## src/hdl/assert_macros.svh

```systemverilog
// assertion helpers, clocked on clk and disabled in reset
`ifndef ASSERT_MACROS_SVH
`define ASSERT_MACROS_SVH

`define MCF1_ASSERT(lbl, prop, msg) \
  lbl: assert property (@(posedge clk) disable iff (!rst_n) prop) else $error(msg);

`define MCF1_ASSERT_NEXT(lbl, cond, conseq, msg) \
  lbl: assert property (@(posedge clk) disable iff (!rst_n) (cond) |=> (conseq)) \
    else $error(msg);

`endif

```

## src/hdl/mcf1_pkg.sv

```systemverilog
package mcf1_pkg;

  localparam int BITS_W = 16;
  localparam int OP_W   = 2;
  localparam int CFG_W  = 5;
  localparam int SAMP_W = 32;
  localparam int Q_W    = 17;
  localparam int CC_W   = 5;
  localparam int FRAC_STEPS = 16;
  localparam logic [Q_W-1:0] ONE_Q16 = 17'h10000;
  localparam logic [CFG_W-1:0] CFG_RESET = 5'd16;

  localparam logic [OP_W-1:0] OP_RECORD = 2'd0;
  localparam logic [OP_W-1:0] OP_REPORT = 2'd1;
  localparam logic [OP_W-1:0] OP_CLEAR  = 2'd2;
  localparam logic [OP_W-1:0] OP_UNUSED = 2'd3;

  typedef enum logic [1:0] {
    K_RECORD,
    K_REPORT,
    K_CLEAR,
    K_NONE
  } op_kind_t;

  typedef struct packed {
    op_kind_t            kind;
    logic [BITS_W-1:0]   tp_bits;
    logic [BITS_W-1:0]   fp_bits;
    logic [BITS_W-1:0]   fn_bits;
  } queue_entry_t;

  typedef enum logic [3:0] {
    S_IDLE,
    S_SCAN,
    S_F1_WAIT,
    S_ERR_MUL,
    S_ERR_DIV,
    S_ERR_WAIT,
    S_MEAN,
    S_MEAN_WAIT,
    S_DONE
  } back_state_t;

  typedef struct packed {
    logic busy;
    logic out_load;
  } back_status_t;

endpackage

```

## src/hdl/mcf1_in_if.sv

```systemverilog
interface mcf1_in_if;
  logic                          valid;
  logic                          ready;
  logic [mcf1_pkg::OP_W-1:0]     opcode;
  logic [mcf1_pkg::BITS_W-1:0]   truth_bits;
  logic [mcf1_pkg::BITS_W-1:0]   predicted_bits;

  modport source (output valid, output opcode, output truth_bits, output predicted_bits,
                  input ready);
  modport sink (input valid, input opcode, input truth_bits, input predicted_bits,
                output ready);
endinterface

```

## src/hdl/mcf1_out_if.sv

```systemverilog
interface mcf1_out_if;
  logic                          valid;
  logic                          ready;
  logic [mcf1_pkg::SAMP_W-1:0]   samples_seen;
  logic [mcf1_pkg::Q_W-1:0]      error_rate_frac;
  logic [mcf1_pkg::Q_W-1:0]      macro_f1_frac;
  logic [mcf1_pkg::CC_W-1:0]     classes_counted;

  modport source (output valid, output samples_seen, output error_rate_frac,
                  output macro_f1_frac, output classes_counted, input ready);
  modport sink (input valid, input samples_seen, input error_rate_frac,
                input macro_f1_frac, input classes_counted, output ready);
endinterface

```

## src/hdl/mcf1_front.sv

```systemverilog
module mcf1_front #(
  parameter int NW = 5
) (
  input  logic                   clk,
  input  logic                   rst_n,
  mcf1_in_if.sink                in_ch,
  input  logic [NW-1:0]          n_cat,
  input  logic                   pop,
  output mcf1_pkg::queue_entry_t head,
  output logic                   head_valid,
  output logic [1:0]             q_count
);

  mcf1_pkg::queue_entry_t entry_r [2];
  logic [1:0] count_r, count_nxt;
  logic       wr_ptr_r, wr_ptr_nxt;
  logic       rd_ptr_r, rd_ptr_nxt;
  logic       push;
  logic [mcf1_pkg::BITS_W-1:0] mask;
  mcf1_pkg::queue_entry_t cls;

  // category mask and classification
  always_comb begin
    for (int i = 0; i < mcf1_pkg::BITS_W; i++) begin
      mask[i] = (32'(i) < 32'(n_cat));
    end
    cls.tp_bits = in_ch.truth_bits & in_ch.predicted_bits & mask;
    cls.fp_bits = ~in_ch.truth_bits & in_ch.predicted_bits & mask;
    cls.fn_bits = in_ch.truth_bits & ~in_ch.predicted_bits & mask;
    unique case (in_ch.opcode)
      mcf1_pkg::OP_RECORD: cls.kind = mcf1_pkg::K_RECORD;
      mcf1_pkg::OP_REPORT: cls.kind = mcf1_pkg::K_REPORT;
      mcf1_pkg::OP_CLEAR:  cls.kind = mcf1_pkg::K_CLEAR;
      mcf1_pkg::OP_UNUSED: cls.kind = mcf1_pkg::K_NONE;
      default:             cls.kind = mcf1_pkg::K_NONE;
    endcase
  end

  assign in_ch.ready = (count_r != 2'd2);
  assign push        = in_ch.valid && in_ch.ready;
  assign head_valid  = (count_r != 2'd0);
  assign head        = entry_r[rd_ptr_r];
  assign q_count     = count_r;

  always_comb begin
    wr_ptr_nxt = push ? ~wr_ptr_r : wr_ptr_r;
    rd_ptr_nxt = pop ? ~rd_ptr_r : rd_ptr_r;
    count_nxt  = count_r + 2'(push) - 2'(pop);
  end

  always_ff @(posedge clk) begin
    if (!rst_n) begin
      count_r  <= 2'd0;
      wr_ptr_r <= 1'b0;
      rd_ptr_r <= 1'b0;
    end else begin
      count_r  <= count_nxt;
      wr_ptr_r <= wr_ptr_nxt;
      rd_ptr_r <= rd_ptr_nxt;
    end
  end

  always_ff @(posedge clk) begin
    if (push) begin
      entry_r[wr_ptr_r] <= cls;
    end
  end

endmodule

```

## src/hdl/mcf1_div.sv

```systemverilog
module mcf1_div #(
  parameter int DW = 41,
  parameter int SW = 23
) (
  input  logic                       clk,
  input  logic                       rst_n,
  input  logic                       start,
  input  logic                       frac_mode,
  input  logic [DW-1:0]              num,
  input  logic [DW-1:0]              den,
  output logic                       done,
  output logic [mcf1_pkg::Q_W-1:0]   quo
);

  localparam int CTW = $clog2(SW + 1);

  logic [DW-1:0]  rem_r, rem_nxt;
  logic [DW-1:0]  den_r;
  logic [SW-1:0]  sh_r, sh_nxt;
  logic [CTW-1:0] cnt_r;
  logic           busy_r, done_r;
  logic [DW:0]    rem2;
  logic           ge;

  // one restoring step per cycle
  always_comb begin
    rem2    = {rem_r, sh_r[SW-1]};
    ge      = (rem2 >= {1'b0, den_r});
    rem_nxt = ge ? DW'(rem2 - {1'b0, den_r}) : DW'(rem2);
    sh_nxt  = {sh_r[SW-2:0], ge};
  end

  always_ff @(posedge clk) begin
    if (!rst_n) begin
      busy_r <= 1'b0;
      done_r <= 1'b0;
    end else begin
      done_r <= 1'b0;
      if (start) begin
        den_r <= den;
        if (den == '0) begin
          sh_r   <= '0;
          done_r <= 1'b1;
          busy_r <= 1'b0;
        end else if (frac_mode && (num >= den)) begin
          sh_r   <= SW'(mcf1_pkg::ONE_Q16);
          done_r <= 1'b1;
          busy_r <= 1'b0;
        end else begin
          rem_r  <= frac_mode ? num : '0;
          sh_r   <= frac_mode ? '0 : num[SW-1:0];
          cnt_r  <= frac_mode ? CTW'(mcf1_pkg::FRAC_STEPS) : CTW'(SW);
          busy_r <= 1'b1;
        end
      end else if (busy_r) begin
        rem_r <= rem_nxt;
        sh_r  <= sh_nxt;
        cnt_r <= cnt_r - CTW'(1);
        if (cnt_r == CTW'(1)) begin
          busy_r <= 1'b0;
          done_r <= 1'b1;
        end
      end
    end
  end

  assign done = done_r;
  assign quo  = sh_r[mcf1_pkg::Q_W-1:0];

endmodule

```

## src/hdl/mcf1_back.sv

```systemverilog
module mcf1_back #(
  parameter int MAX_CATEGORIES = 16,
  parameter int CW = 32,
  parameter int NW = 5,
  parameter int DW = 41,
  parameter int SW = 23
) (
  input  logic                   clk,
  input  logic                   rst_n,
  input  logic [NW-1:0]          n_cat,
  input  mcf1_pkg::queue_entry_t head,
  input  logic                   head_valid,
  output logic                   pop,
  mcf1_out_if.source             out_ch,
  output mcf1_pkg::back_status_t status
);

  localparam int IW = (MAX_CATEGORIES > 1) ? $clog2(MAX_CATEGORIES) : 1;
  localparam int XW = (CW > mcf1_pkg::SAMP_W) ? CW : mcf1_pkg::SAMP_W;
  localparam int BW = mcf1_pkg::BITS_W;

  logic [CW-1:0] tp_r [MAX_CATEGORIES];
  logic [CW-1:0] fp_r [MAX_CATEGORIES];
  logic [CW-1:0] fn_r [MAX_CATEGORIES];
  logic [CW-1:0] sample_r;

  mcf1_pkg::back_state_t state_r, state_nxt;
  logic [IW-1:0] idx_r, idx_nxt;
  logic [DW-1:0] err_sum_r, err_sum_nxt;
  logic [SW-1:0] f1_sum_r, f1_sum_nxt;
  logic [NW-1:0] counted_r, counted_nxt;
  logic [DW-1:0] prod_r, prod_nxt;
  logic [mcf1_pkg::Q_W-1:0] err_q_r, err_q_nxt;
  logic [mcf1_pkg::Q_W-1:0] f1_q_r, f1_q_nxt;

  logic                        out_valid_r, out_valid_nxt;
  logic [mcf1_pkg::SAMP_W-1:0] out_samp_r;
  logic [mcf1_pkg::Q_W-1:0]    out_err_r, out_f1_r;
  logic [mcf1_pkg::CC_W-1:0]   out_cc_r;
  logic                        load;
  logic [mcf1_pkg::SAMP_W-1:0] load_samp;
  logic [mcf1_pkg::Q_W-1:0]    load_err, load_f1;
  logic [mcf1_pkg::CC_W-1:0]   load_cc;

  logic do_record, do_clear, slot_free, last, act;
  logic [CW-1:0] sample_inc, cur_tp, cur_fp, cur_fn;
  logic [XW-1:0] s_ext, si_ext;
  logic [MAX_CATEGORIES+BW-1:0] tp_ext, fp_ext, fn_ext;

  logic                        div_start, div_frac, div_done;
  logic [DW-1:0]               div_num, div_den;
  logic [mcf1_pkg::Q_W-1:0]    div_quo;

  mcf1_div #(.DW(DW), .SW(SW)) u_div (
    .clk       (clk),
    .rst_n     (rst_n),
    .start     (div_start),
    .frac_mode (div_frac),
    .num       (div_num),
    .den       (div_den),
    .done      (div_done),
    .quo       (div_quo)
  );

  assign sample_inc = (&sample_r) ? sample_r : sample_r + CW'(1);
  assign s_ext      = XW'(sample_r);
  assign si_ext     = XW'(sample_inc);
  assign slot_free  = !out_valid_r || out_ch.ready;
  assign cur_tp     = tp_r[idx_r];
  assign cur_fp     = fp_r[idx_r];
  assign cur_fn     = fn_r[idx_r];
  assign act        = |(cur_tp | cur_fp | cur_fn);
  assign last       = (32'(idx_r) + 32'd1 >= 32'(n_cat));
  assign tp_ext     = {{MAX_CATEGORIES{1'b0}}, head.tp_bits};
  assign fp_ext     = {{MAX_CATEGORIES{1'b0}}, head.fp_bits};
  assign fn_ext     = {{MAX_CATEGORIES{1'b0}}, head.fn_bits};

  always_comb begin
    state_nxt   = state_r;
    idx_nxt     = idx_r;
    err_sum_nxt = err_sum_r;
    f1_sum_nxt  = f1_sum_r;
    counted_nxt = counted_r;
    prod_nxt    = prod_r;
    err_q_nxt   = err_q_r;
    f1_q_nxt    = f1_q_r;
    pop         = 1'b0;
    do_record   = 1'b0;
    do_clear    = 1'b0;
    load        = 1'b0;
    load_samp   = (s_ext > XW'(32'hFFFFFFFF)) ? '1 : s_ext[mcf1_pkg::SAMP_W-1:0];
    load_err    = '0;
    load_f1     = '0;
    load_cc     = '0;
    div_start   = 1'b0;
    div_frac    = 1'b1;
    div_num     = DW'({cur_tp, 1'b0});
    div_den     = DW'({cur_tp, 1'b0}) + DW'(cur_fp) + DW'(cur_fn);
    unique case (state_r)
      mcf1_pkg::S_IDLE: begin
        if (head_valid && slot_free) begin
          pop = 1'b1;
          unique case (head.kind)
            mcf1_pkg::K_RECORD: begin
              do_record = 1'b1;
              load      = 1'b1;
              load_samp = (si_ext > XW'(32'hFFFFFFFF)) ? '1
                                                       : si_ext[mcf1_pkg::SAMP_W-1:0];
            end
            mcf1_pkg::K_CLEAR: begin
              do_clear  = 1'b1;
              load      = 1'b1;
              load_samp = '0;
            end
            mcf1_pkg::K_NONE: begin
              load = 1'b1;
            end
            mcf1_pkg::K_REPORT: begin
              idx_nxt     = '0;
              err_sum_nxt = '0;
              f1_sum_nxt  = '0;
              counted_nxt = '0;
              state_nxt   = mcf1_pkg::S_SCAN;
            end
            default: ;
          endcase
        end
      end
      mcf1_pkg::S_SCAN: begin
        err_sum_nxt = err_sum_r + DW'(cur_fp) + DW'(cur_fn);
        if (act) begin
          div_start   = 1'b1;
          counted_nxt = counted_r + NW'(1);
          state_nxt   = mcf1_pkg::S_F1_WAIT;
        end else if (last) begin
          state_nxt = mcf1_pkg::S_ERR_MUL;
        end else begin
          idx_nxt = idx_r + IW'(1);
        end
      end
      mcf1_pkg::S_F1_WAIT: begin
        if (div_done) begin
          f1_sum_nxt = f1_sum_r + SW'(div_quo);
          if (last) begin
            state_nxt = mcf1_pkg::S_ERR_MUL;
          end else begin
            idx_nxt   = idx_r + IW'(1);
            state_nxt = mcf1_pkg::S_SCAN;
          end
        end
      end
      mcf1_pkg::S_ERR_MUL: begin
        prod_nxt  = DW'(DW'(n_cat) * DW'(sample_r));
        state_nxt = mcf1_pkg::S_ERR_DIV;
      end
      mcf1_pkg::S_ERR_DIV: begin
        div_start = 1'b1;
        div_num   = err_sum_r;
        div_den   = prod_r;
        state_nxt = mcf1_pkg::S_ERR_WAIT;
      end
      mcf1_pkg::S_ERR_WAIT: begin
        if (div_done) begin
          err_q_nxt = div_quo;
          state_nxt = mcf1_pkg::S_MEAN;
        end
      end
      mcf1_pkg::S_MEAN: begin
        if (counted_r == '0) begin
          f1_q_nxt  = '0;
          state_nxt = mcf1_pkg::S_DONE;
        end else begin
          div_start = 1'b1;
          div_frac  = 1'b0;
          div_num   = DW'(f1_sum_r);
          div_den   = DW'(counted_r);
          state_nxt = mcf1_pkg::S_MEAN_WAIT;
        end
      end
      mcf1_pkg::S_MEAN_WAIT: begin
        if (div_done) begin
          f1_q_nxt  = div_quo;
          state_nxt = mcf1_pkg::S_DONE;
        end
      end
      mcf1_pkg::S_DONE: begin
        if (slot_free) begin
          load      = 1'b1;
          load_err  = err_q_r;
          load_f1   = f1_q_r;
          load_cc   = mcf1_pkg::CC_W'(counted_r);
          state_nxt = mcf1_pkg::S_IDLE;
        end
      end
      default: state_nxt = mcf1_pkg::S_IDLE;
    endcase
    out_valid_nxt = (out_valid_r && !out_ch.ready) || load;
  end

  always_ff @(posedge clk) begin
    if (!rst_n) begin
      state_r     <= mcf1_pkg::S_IDLE;
      out_valid_r <= 1'b0;
    end else begin
      state_r     <= state_nxt;
      out_valid_r <= out_valid_nxt;
    end
  end

  always_ff @(posedge clk) begin
    idx_r     <= idx_nxt;
    err_sum_r <= err_sum_nxt;
    f1_sum_r  <= f1_sum_nxt;
    counted_r <= counted_nxt;
    prod_r    <= prod_nxt;
    err_q_r   <= err_q_nxt;
    f1_q_r    <= f1_q_nxt;
    if (load) begin
      out_samp_r <= load_samp;
      out_err_r  <= load_err;
      out_f1_r   <= load_f1;
      out_cc_r   <= load_cc;
    end
  end

  // saturating counters, all categories in parallel
  always_ff @(posedge clk) begin
    if (!rst_n || do_clear) begin
      sample_r <= '0;
      for (int i = 0; i < MAX_CATEGORIES; i++) begin
        tp_r[i] <= '0;
        fp_r[i] <= '0;
        fn_r[i] <= '0;
      end
    end else if (do_record) begin
      sample_r <= sample_inc;
      for (int i = 0; i < MAX_CATEGORIES; i++) begin
        if (tp_ext[i] && !(&tp_r[i])) tp_r[i] <= tp_r[i] + CW'(1);
        if (fp_ext[i] && !(&fp_r[i])) fp_r[i] <= fp_r[i] + CW'(1);
        if (fn_ext[i] && !(&fn_r[i])) fn_r[i] <= fn_r[i] + CW'(1);
      end
    end
  end

  assign out_ch.valid           = out_valid_r;
  assign out_ch.samples_seen    = out_samp_r;
  assign out_ch.error_rate_frac = out_err_r;
  assign out_ch.macro_f1_frac   = out_f1_r;
  assign out_ch.classes_counted = out_cc_r;
  assign status.busy            = (state_r != mcf1_pkg::S_IDLE);
  assign status.out_load        = load;

endmodule

```

## src/hdl/multilabel_confusion_f1_accumulator.sv

```systemverilog
// Multilabel confusion counters with error-rate and macro F1 report.
// in_ch carries opcode, truth_bits and predicted_bits; out_ch returns one
// transaction per input transaction: samples_seen, error_rate_frac,
// macro_f1_frac and classes_counted. cfg_we/cfg_data set the number of
// categories in use; the user must write them only while the block is
// idle, which it does not enforce. A front stage classifies each
// transaction into per-category TP/FP/FN bits and queues it in a
// two-entry queue; the back stage owns the counters. Record, clear and
// unused opcodes run in the back stage's idle state, one transaction per
// cycle while out_ch is not stalled, each through a queue entry and then
// the result register. A report walks the categories, using one shared
// restoring divider for active ones, then the error rate and the mean F1.
// Reset clears all counters at once and sets 16 categories in use.
// While out_ch is stalled the result register holds, the queue keeps
// accepting until both entries are full, then in_ch.ready drops.
`include "assert_macros.svh"

module multilabel_confusion_f1_accumulator #(
  parameter int MAX_CATEGORIES = 16,
  parameter int COUNT_WIDTH = 32
) (
  input  logic                        clk,
  input  logic                        rst_n,
  mcf1_in_if.sink                     in_ch,
  mcf1_out_if.source                  out_ch,
  input  logic                        cfg_we,
  input  logic [mcf1_pkg::CFG_W-1:0]  cfg_data
);

  localparam int NW   = $clog2(MAX_CATEGORIES + 1);
  localparam int SW   = mcf1_pkg::Q_W + NW + 1;
  localparam int BASE = COUNT_WIDTH + NW + 1;
  localparam int DW   = (BASE > SW) ? BASE : SW;

  logic [mcf1_pkg::CFG_W-1:0] cat_r;
  logic [NW-1:0]              n_cat;
  mcf1_pkg::queue_entry_t     head;
  logic                       head_valid, pop;
  logic [1:0]                 q_count;
  mcf1_pkg::back_status_t     status;

  always_ff @(posedge clk) begin
    if (!rst_n) begin
      cat_r <= mcf1_pkg::CFG_RESET;
    end else if (cfg_we) begin
      cat_r <= cfg_data;
    end
  end

  always_comb begin
    priority if (cat_r == '0) begin
      n_cat = NW'(1);
    end else if (32'(cat_r) > 32'(MAX_CATEGORIES)) begin
      n_cat = NW'(MAX_CATEGORIES);
    end else begin
      n_cat = NW'(cat_r);
    end
  end

  mcf1_front #(.NW(NW)) u_front (
    .clk        (clk),
    .rst_n      (rst_n),
    .in_ch      (in_ch),
    .n_cat      (n_cat),
    .pop        (pop),
    .head       (head),
    .head_valid (head_valid),
    .q_count    (q_count)
  );

  mcf1_back #(
    .MAX_CATEGORIES (MAX_CATEGORIES),
    .CW             (COUNT_WIDTH),
    .NW             (NW),
    .DW             (DW),
    .SW             (SW)
  ) u_back (
    .clk        (clk),
    .rst_n      (rst_n),
    .n_cat      (n_cat),
    .head       (head),
    .head_valid (head_valid),
    .pop        (pop),
    .out_ch     (out_ch),
    .status     (status)
  );

  // a stalled result is never overwritten
  `MCF1_ASSERT(a_no_overwrite, (out_ch.valid && !out_ch.ready) |-> !status.out_load, "result overwritten while stalled")
  // an accepted transaction is held in the queue
  `MCF1_ASSERT_NEXT(a_push_held, in_ch.valid && in_ch.ready, q_count != 2'd0, "accepted transaction lost")
  // a report in progress pops no queue entry until it finishes
  `MCF1_ASSERT(a_busy_no_pop, status.busy |-> !pop, "queue popped during report")

endmodule

```

## src/flat_wrapper.sv

```systemverilog
// flat-port wrapper written by rule: the top's interface ports become plain ports
module multilabel_confusion_f1_accumulator_flat 
#(
  parameter int MAX_CATEGORIES = 16,
  parameter int COUNT_WIDTH = 32
)
  (clk, rst_n, cfg_we, cfg_data, in_ch_valid, in_ch_opcode, in_ch_truth_bits, in_ch_predicted_bits, in_ch_ready, out_ch_valid, out_ch_samples_seen, out_ch_error_rate_frac, out_ch_macro_f1_frac, out_ch_classes_counted, out_ch_ready);
  mcf1_in_if in_ch_i ();
  mcf1_out_if out_ch_i ();
  input  logic clk;
  input  logic rst_n;
  input  logic cfg_we;
  input  logic [mcf1_pkg::CFG_W-1:0] cfg_data;
  input wire logic [$bits(in_ch_i.valid)-1:0] in_ch_valid;
  input wire logic [$bits(in_ch_i.opcode)-1:0] in_ch_opcode;
  input wire logic [$bits(in_ch_i.truth_bits)-1:0] in_ch_truth_bits;
  input wire logic [$bits(in_ch_i.predicted_bits)-1:0] in_ch_predicted_bits;
  output wire logic [$bits(in_ch_i.ready)-1:0] in_ch_ready;
  output wire logic [$bits(out_ch_i.valid)-1:0] out_ch_valid;
  output wire logic [$bits(out_ch_i.samples_seen)-1:0] out_ch_samples_seen;
  output wire logic [$bits(out_ch_i.error_rate_frac)-1:0] out_ch_error_rate_frac;
  output wire logic [$bits(out_ch_i.macro_f1_frac)-1:0] out_ch_macro_f1_frac;
  output wire logic [$bits(out_ch_i.classes_counted)-1:0] out_ch_classes_counted;
  input wire logic [$bits(out_ch_i.ready)-1:0] out_ch_ready;
  assign in_ch_i.valid = in_ch_valid;
  assign in_ch_i.opcode = in_ch_opcode;
  assign in_ch_i.truth_bits = in_ch_truth_bits;
  assign in_ch_i.predicted_bits = in_ch_predicted_bits;
  assign in_ch_ready = in_ch_i.ready;
  assign out_ch_valid = out_ch_i.valid;
  assign out_ch_samples_seen = out_ch_i.samples_seen;
  assign out_ch_error_rate_frac = out_ch_i.error_rate_frac;
  assign out_ch_macro_f1_frac = out_ch_i.macro_f1_frac;
  assign out_ch_classes_counted = out_ch_i.classes_counted;
  assign out_ch_i.ready = out_ch_ready;
  multilabel_confusion_f1_accumulator #(.MAX_CATEGORIES(MAX_CATEGORIES), .COUNT_WIDTH(COUNT_WIDTH)) u_core (.clk(clk), .rst_n(rst_n), .in_ch(in_ch_i), .out_ch(out_ch_i), .cfg_we(cfg_we), .cfg_data(cfg_data));
endmodule
```

## config.mk

```make
export PLATFORM = sky130hd
export DESIGN_NAME = multilabel_confusion_f1_accumulator_flat
export DESIGN_NICKNAME = d
export VERILOG_FILES = /design/src/hdl/mcf1_pkg.sv /design/src/hdl/mcf1_in_if.sv /design/src/hdl/mcf1_out_if.sv /design/src/hdl/mcf1_front.sv /design/src/hdl/mcf1_div.sv /design/src/hdl/mcf1_back.sv /design/src/hdl/multilabel_confusion_f1_accumulator.sv /design/src/flat_wrapper.sv
export VERILOG_INCLUDE_DIRS = /design/src /design/src/hdl
export SDC_FILE = /design/constraint.sdc
export NUM_CORES = 2
export LEC_CHECK = 0
export BUFFER_PORTS_ARGS = -buffer_cell sky130_fd_sc_hd__buf_2
export CELL_PAD_IN_SITES_DETAIL_PLACEMENT = 1
export CELL_PAD_IN_SITES_GLOBAL_PLACEMENT = 1
export CORE_UTILIZATION = 35
export DETAILED_ROUTE_END_ITERATION = 16
export MAX_ROUTING_LAYER = met4
export PLACE_DENSITY_LB_ADDON = 0.1
export REMOVE_ABC_BUFFERS = 1
export SLEW_MARGIN = 40
export SYNTH_ARGS = -nofsm -noshare
export SYNTH_HDL_FRONTEND = slang
export SYNTH_HIERARCHICAL = 1
export SYNTH_SLANG_ARGS = --single-unit
```

## constraint.sdc

```tcl
create_clock -name clk -period 31.7 [get_ports clk]
set_input_delay 3.17 -clock clk [delete_from_list [all_inputs] [get_ports clk]]
set_output_delay 3.17 -clock clk [all_outputs]
set_load 0.005 [all_outputs]
```

* Word level (Yosys, flattened, before mapping)
Memory sizes are Yosys's and may differ from the RTL's. A register that Yosys moved wholly into a read port is not among the register bits.
Index checks and enable logic that the tools add are counted.
** Word-level totals
- Register bits after elaboration :: 364
- Latch bits :: 0
- Memory bits (writable) :: 1636
- Bits in read-only memories :: 0
- Input bits :: 44
- Memories kept :: 4
** Memories
- u_core.u_back.fn_r :: depth 16, width 32, read ports 17, clocked after Yosys merged registers in 1, wr ports 16, RTL line mcf1_back.sv:24 : logic [CW-1:0] fn_r [MAX_CATEGORIES];
- u_core.u_back.fp_r :: depth 16, width 32, read ports 17, clocked after Yosys merged registers in 1, wr ports 16, RTL line mcf1_back.sv:23 : logic [CW-1:0] fp_r [MAX_CATEGORIES];
- u_core.u_back.tp_r :: depth 16, width 32, read ports 17, clocked after Yosys merged registers in 1, wr ports 16, RTL line mcf1_back.sv:22 : logic [CW-1:0] tp_r [MAX_CATEGORIES];
- u_core.u_front.entry_r :: depth 2, width 50, read ports 1, clocked after Yosys merged registers in 1, wr ports 1, RTL line mcf1_front.sv:14 : mcf1_pkg::queue_entry_t entry_r [2];
** Cells by class
- Add/subtract/negate cells :: 61
- $mul :: 1
- Divide/modulo/power cells :: 0
- Magnitude comparators :: 22
- Equality and inequality tests :: 28
- Shifts and indexed selects :: 0
- Mux-type cells :: 336
- Bitwise operators :: 60
- Reduce and logical (&&, ||, !) cells :: 180
** Operators by type and width (count)
- $mux 32 :: 53
- $add 32x1->32 const B :: 49
- $reduce_and 32->1 :: 49
- $mux 38 :: 8
- $mux 1 :: 223
- $mux 23 :: 8
- $pmux 38 s2 :: 2
- $and 16x16->16 :: 6
- $add 38x32->38 :: 2
- $pmux 37 s2 :: 1
- $mux 4 :: 17
- $gt 32x32->1 const B :: 2
- $or 32x32->32 :: 2
- $pmux 32 s2 :: 1
- $logic_and 1x1->1 :: 52
- $logic_not 1->1 :: 51
- $or 1x1->1 :: 48
- $pmux 23 s2 :: 1
- $mux 5 :: 9
- $lt 4x5->1 const A :: 8
- $ge 39x38->1 :: 1
- $ge 38x37->1 :: 1
- $logic_not 38->1 :: 1
- $sub 38x38->38 :: 1
- 52 further kinds :: 92

* Logic depth before layout (Yosys ltp)
- Depth after elaboration :: 9
- Gate-level depth with buffers :: 33

* By module
Netlist, hierarchy kept.
** Modules (own cells, without submodules)
- mcf1_back :: instances 1, cells an instance 10179, area an instance 111415.6 um2, seq. area each 53311.1 um2
- mcf1_div :: instances 1, cells an instance 802, area an instance 7825.0 um2, seq. area each 3163.0 um2
- mcf1_front :: instances 1, cells an instance 277, area an instance 4380.5 um2, seq. area each 3103.0 um2
- multilabel_confusion_f1_accumulator :: instances 1, cells an instance 23, area an instance 221.5 um2, seq. area each 100.1 um2

* Worst setup path before layout
Ideal clock, no wire load.
- Path type :: reg2reg
- Start :: reg with a tool-made name
- End :: reg u_core.u_back.u_div.cnt_r[0], enable pin
- Library setup time :: 503 ps
- Data arrival time :: 9446 ps
- Path slack :: 21751 ps
- Cell stages (with the launch flop) :: 33
- Path buffers :: 5
- Clock period less this slack :: 9949 ps
- Cell sequence :: dfxtp_1 > buf_2 > buf_2 > buf_2 > buf_2 > clkbuf_1 > mux4_2 > inv_1 > fa_1 > inv_1 > ha_1 > fa_1 > a21oi_1 > o21ai_0 > o21ai_0 > o22ai_1 > nor3_1 > o21ai_0 > a21o_1 > a21oi_1 > xor2_1 > o21ai_0 > inv_1 > ha_1 > a21o_1 > a21o_1 > a21oi_1 > o21ai_0 > nand2_1 > o21ai_0 > a311oi_1 > nor2b_1 > o21ai_0
** RTL lines
- to (signal assigned) :: RTL line mcf1_div.sv:52 : cnt_r <= frac_mode ? CTW'(mcf1_pkg::FRAC_STEPS) : CTW'(SW);
- to (signal assigned) :: RTL line mcf1_div.sv:58 : cnt_r <= cnt_r - CTW'(1);
- to (decl) :: RTL line mcf1_div.sv:20 : logic [CTW-1:0] cnt_r;

==> results.txt <==
- The run finished with clean final reports.
- Post-synthesis cell area: 123800 µm²
* Global router's overall resource usage: 25.68%
- Leak: 48.14 nW
- Initial Util: 35.14%
* Syn avg cell area: 10.98 µm²
* Critical path class: flop to flop
* Ports: 117
- IR analysis of the VDD net gives a maximum drop of 0.1090 mV.
- The clock passes through at most 4 buffers.
* Total design power: 16.29 mW
- Sum of negative setup slack: 0 ns
- Insertion delay to the later sink of the worst-skew pair: 0.93 ns
- Antenna violations before repair: 36
- Count of pins over their slew limit: 0
- In the post-route analysis, the smallest setup slack over all paths is 20.77 ns.
- Initial detailed-routing violation count: 7777
- Data arrival, critical path: 11.45 ns
* Setup slack after placement: 20.75 ns
- Transition time at the pin with the least slew margin: 0.9034 ns
- Die outline width: 596.8 µm
- The HPWL after detailed placement is 344300 µm.
- CP delay by family, top: compound AO/OA/AOI/OAI gates
- Headroom to the max-slew limit came out at 39.77%.
- Gates resized during post-CTS repair numbered 0.
- Pwr dens: 117.9 nW/µm²
- For this block, the routed nets add up to 451600 µm of wire.
- Synthesis produced a netlist whose cell count is 11280.
- Core area: 352400 µm²
- The first global-routing pass estimated 660200 µm of wire.
* Number of filler cells placed in the layout: 38167
* # nets final: 11810
- Global routing finished with a remaining overflow of 0.
- Wire per inst: 27.73 µm
- In this run, CTS created clock tree buffers numbering 264.
- Via-per-instance ratio: 5.622
* Number of hold-repair buffers added at the cts stage: 0
* Setup repair after global routing missed its margin: no
- Vias in the first global route: 92732
- CTS placed an instance of sky130_fd_sc_hd__clkbuf_16 at the clock tree root.
- Summing all placed instances gives a cell area of 130000 µm².
- For this run, the number of Yosys warnings is 6.
- Critical path buffers and inverters: 5
* Total of max-cap violations: 0
- In this run the core area contains 218 standard-cell rows.
- In the final layout, the share of cells above drive strength 1 is 11.24%.
* Number of sinks on the clock net: 2005
* Slowest cell on crit path: sky130_fd_sc_hd__dfxtp_4
- Detailed-routing iteration count for the pre-antenna-repair pass: 5
* Part of the cycle the worst path needs: 34.49%
- After clock tree synthesis, the clock-pin slew on the worst setup and hold paths is 0.06 ns.
- The count of final hold-check violations came to 0.
* Kind of path behind the tightest hold check: flop to flop
* Post-route clock skew: 0.06528 ns
- For this run, the top clock speed supported by timing is 0.09146 GHz.
- Leaving out fill and tap cells, the most frequent cell in the layout is sky130_fd_sc_hd__nor2_1.
* Clock tree from TritonCTS: done
* Buffers added on ports: 116
- Area growth syn-to-layout: 11.58%
- Final routed DRC violation total: 0
- For this run, the slowest stage of the critical path takes 0.86 ns.
- Buffers inserted by post-CTS timing repair: 0
- Overall die area: 356200 µm²
* Number of failing setup endpoints in the final timing report: 0
* Routed via count: 91540
* Largest net degree at the start of global routing: 115
- The worst setup path is captured at a flop.
- STA classifies the critical path startpoint as a flop.
- In the layout the commonest cells are sky130_fd_sc_hd__nor2_1 (1998), sky130_fd_sc_hd__edfxtp_1 (1952), sky130_fd_sc_hd__xor2_1 (996).
- Maximum net fanout on the critical path: 46
* Design area: 138200 µm²
- Once detail routing completed, the nets flagged for antenna violations numbered 0.
- Top cell by count, worst path: sky130_fd_sc_hd__o21ai_0
- The die is 596.8 µm tall.
* # H-tree levels: 5
- Weighted congestion at the end of routability-driven global placement: 0.9105
* WP data required: 32.21 ns
* Final critical delay including setup and external delays: 10.93 ns
==> sequential cells by signal, indices dropped and copies added, names as in the netlist, 23 cells and up, named ones only <==
| signal | count |
|---|---|
| u_core/u_back/err_sum_r | 38 |
| u_core/u_back/f1_sum_r | 23 |
| u_core/u_back/fn_r | 512 |
| u_core/u_back/fp_r | 512 |
| u_core/u_back/out_ch.samples_seen | 32 |
| u_core/u_back/prod_r | 37 |
| u_core/u_back/s_ext | 32 |
| u_core/u_back/tp_r | 512 |
| u_core/u_back/u_div/den_r | 38 |
| u_core/u_back/u_div/rem_r | 38 |
| u_core/u_back/u_div/sh_r | 23 |
| u_core/u_front/entry_r | 100 |
==> stage by stage <==
step                      hold WS [ns]  util, %  instances
final                           0.5128    39.21      16283
after global routing            0.5351    39.20      16275
after CTS                       0.5185    39.19      16272
after detailed placement        0.5075    36.90      15809
after global placement          0.5034    36.78      15794
after floorplan                 0.4694        -      10808
==> worst register-to-register path, delay by kind of cell (launching register included) <==
| family | cells | cell delay (ns) |
|---|---|---|
| AO/OA/AOI/OAI | 15 | 3.56 |
| buffers and inverters | 5 | 2.60 |
| adder cells (fa/ha/maj) | 3 | 1.40 |
| multiplexers | 2 | 1.34 |
| flip-flops | 1 | 0.86 |
| AND/OR/NAND/NOR | 3 | 0.67 |
| XOR/XNOR | 1 | 0.08 |
==> final cells by class <==
cell class                      instances  area, µm²  share of cell area, %
Antenna cell                           10      25.02                0.01811
Clock buffer                          329       6977                  5.049
Clock inverter                        134       1069                 0.7733
Inverter                              367       1384                  1.002
Multi-Input combinational cell       8436      61130                  44.24
Sequential cell                      2005      59690                  43.20
Tap cell                             4730       5918                  4.283
Timing Repair Buffer                  272       1974                  1.429
==> path summary, 6_finish.rpt <==
path                            startpoint                                endpoint  slack (ns)  depth (start not counted)
hold reg to reg   u_core/u_back/f1_q_r[14]  u_core/u_back/out_ch.macro_f1_frac[14]        0.51                          1
setup reg to reg                      flop           u_core/u_back/u_div/rem_r[37]       20.77                         29
setup / recovery                      flop           u_core/u_back/u_div/rem_r[37]       20.77                         29
hold / removal    u_core/u_back/f1_q_r[14]  u_core/u_back/out_ch.macro_f1_frac[14]        0.51                          1
==> routing by layer <==
layer	share of wire, %	vias to the layer above	GRT usage, %
met5	0	-	-
met4	2.9	0	6.691
met3	5.0	531	2.811
met2	46	2216	39.46
met1	46	48125	36.14
li1	-	40668	-
==> where the power goes <==
part | switching, mW | internal, mW | leakage [nW]
Sequential | 0.907 | 3.91 | 20.5
Clock | 1.25 | 1.65 | 3.92
Combinational | 5.41 | 3.17 | 23.7
Total | 7.56 | 8.73 | 48.1
Note: power is estimated with default switching activity, not from simulation.
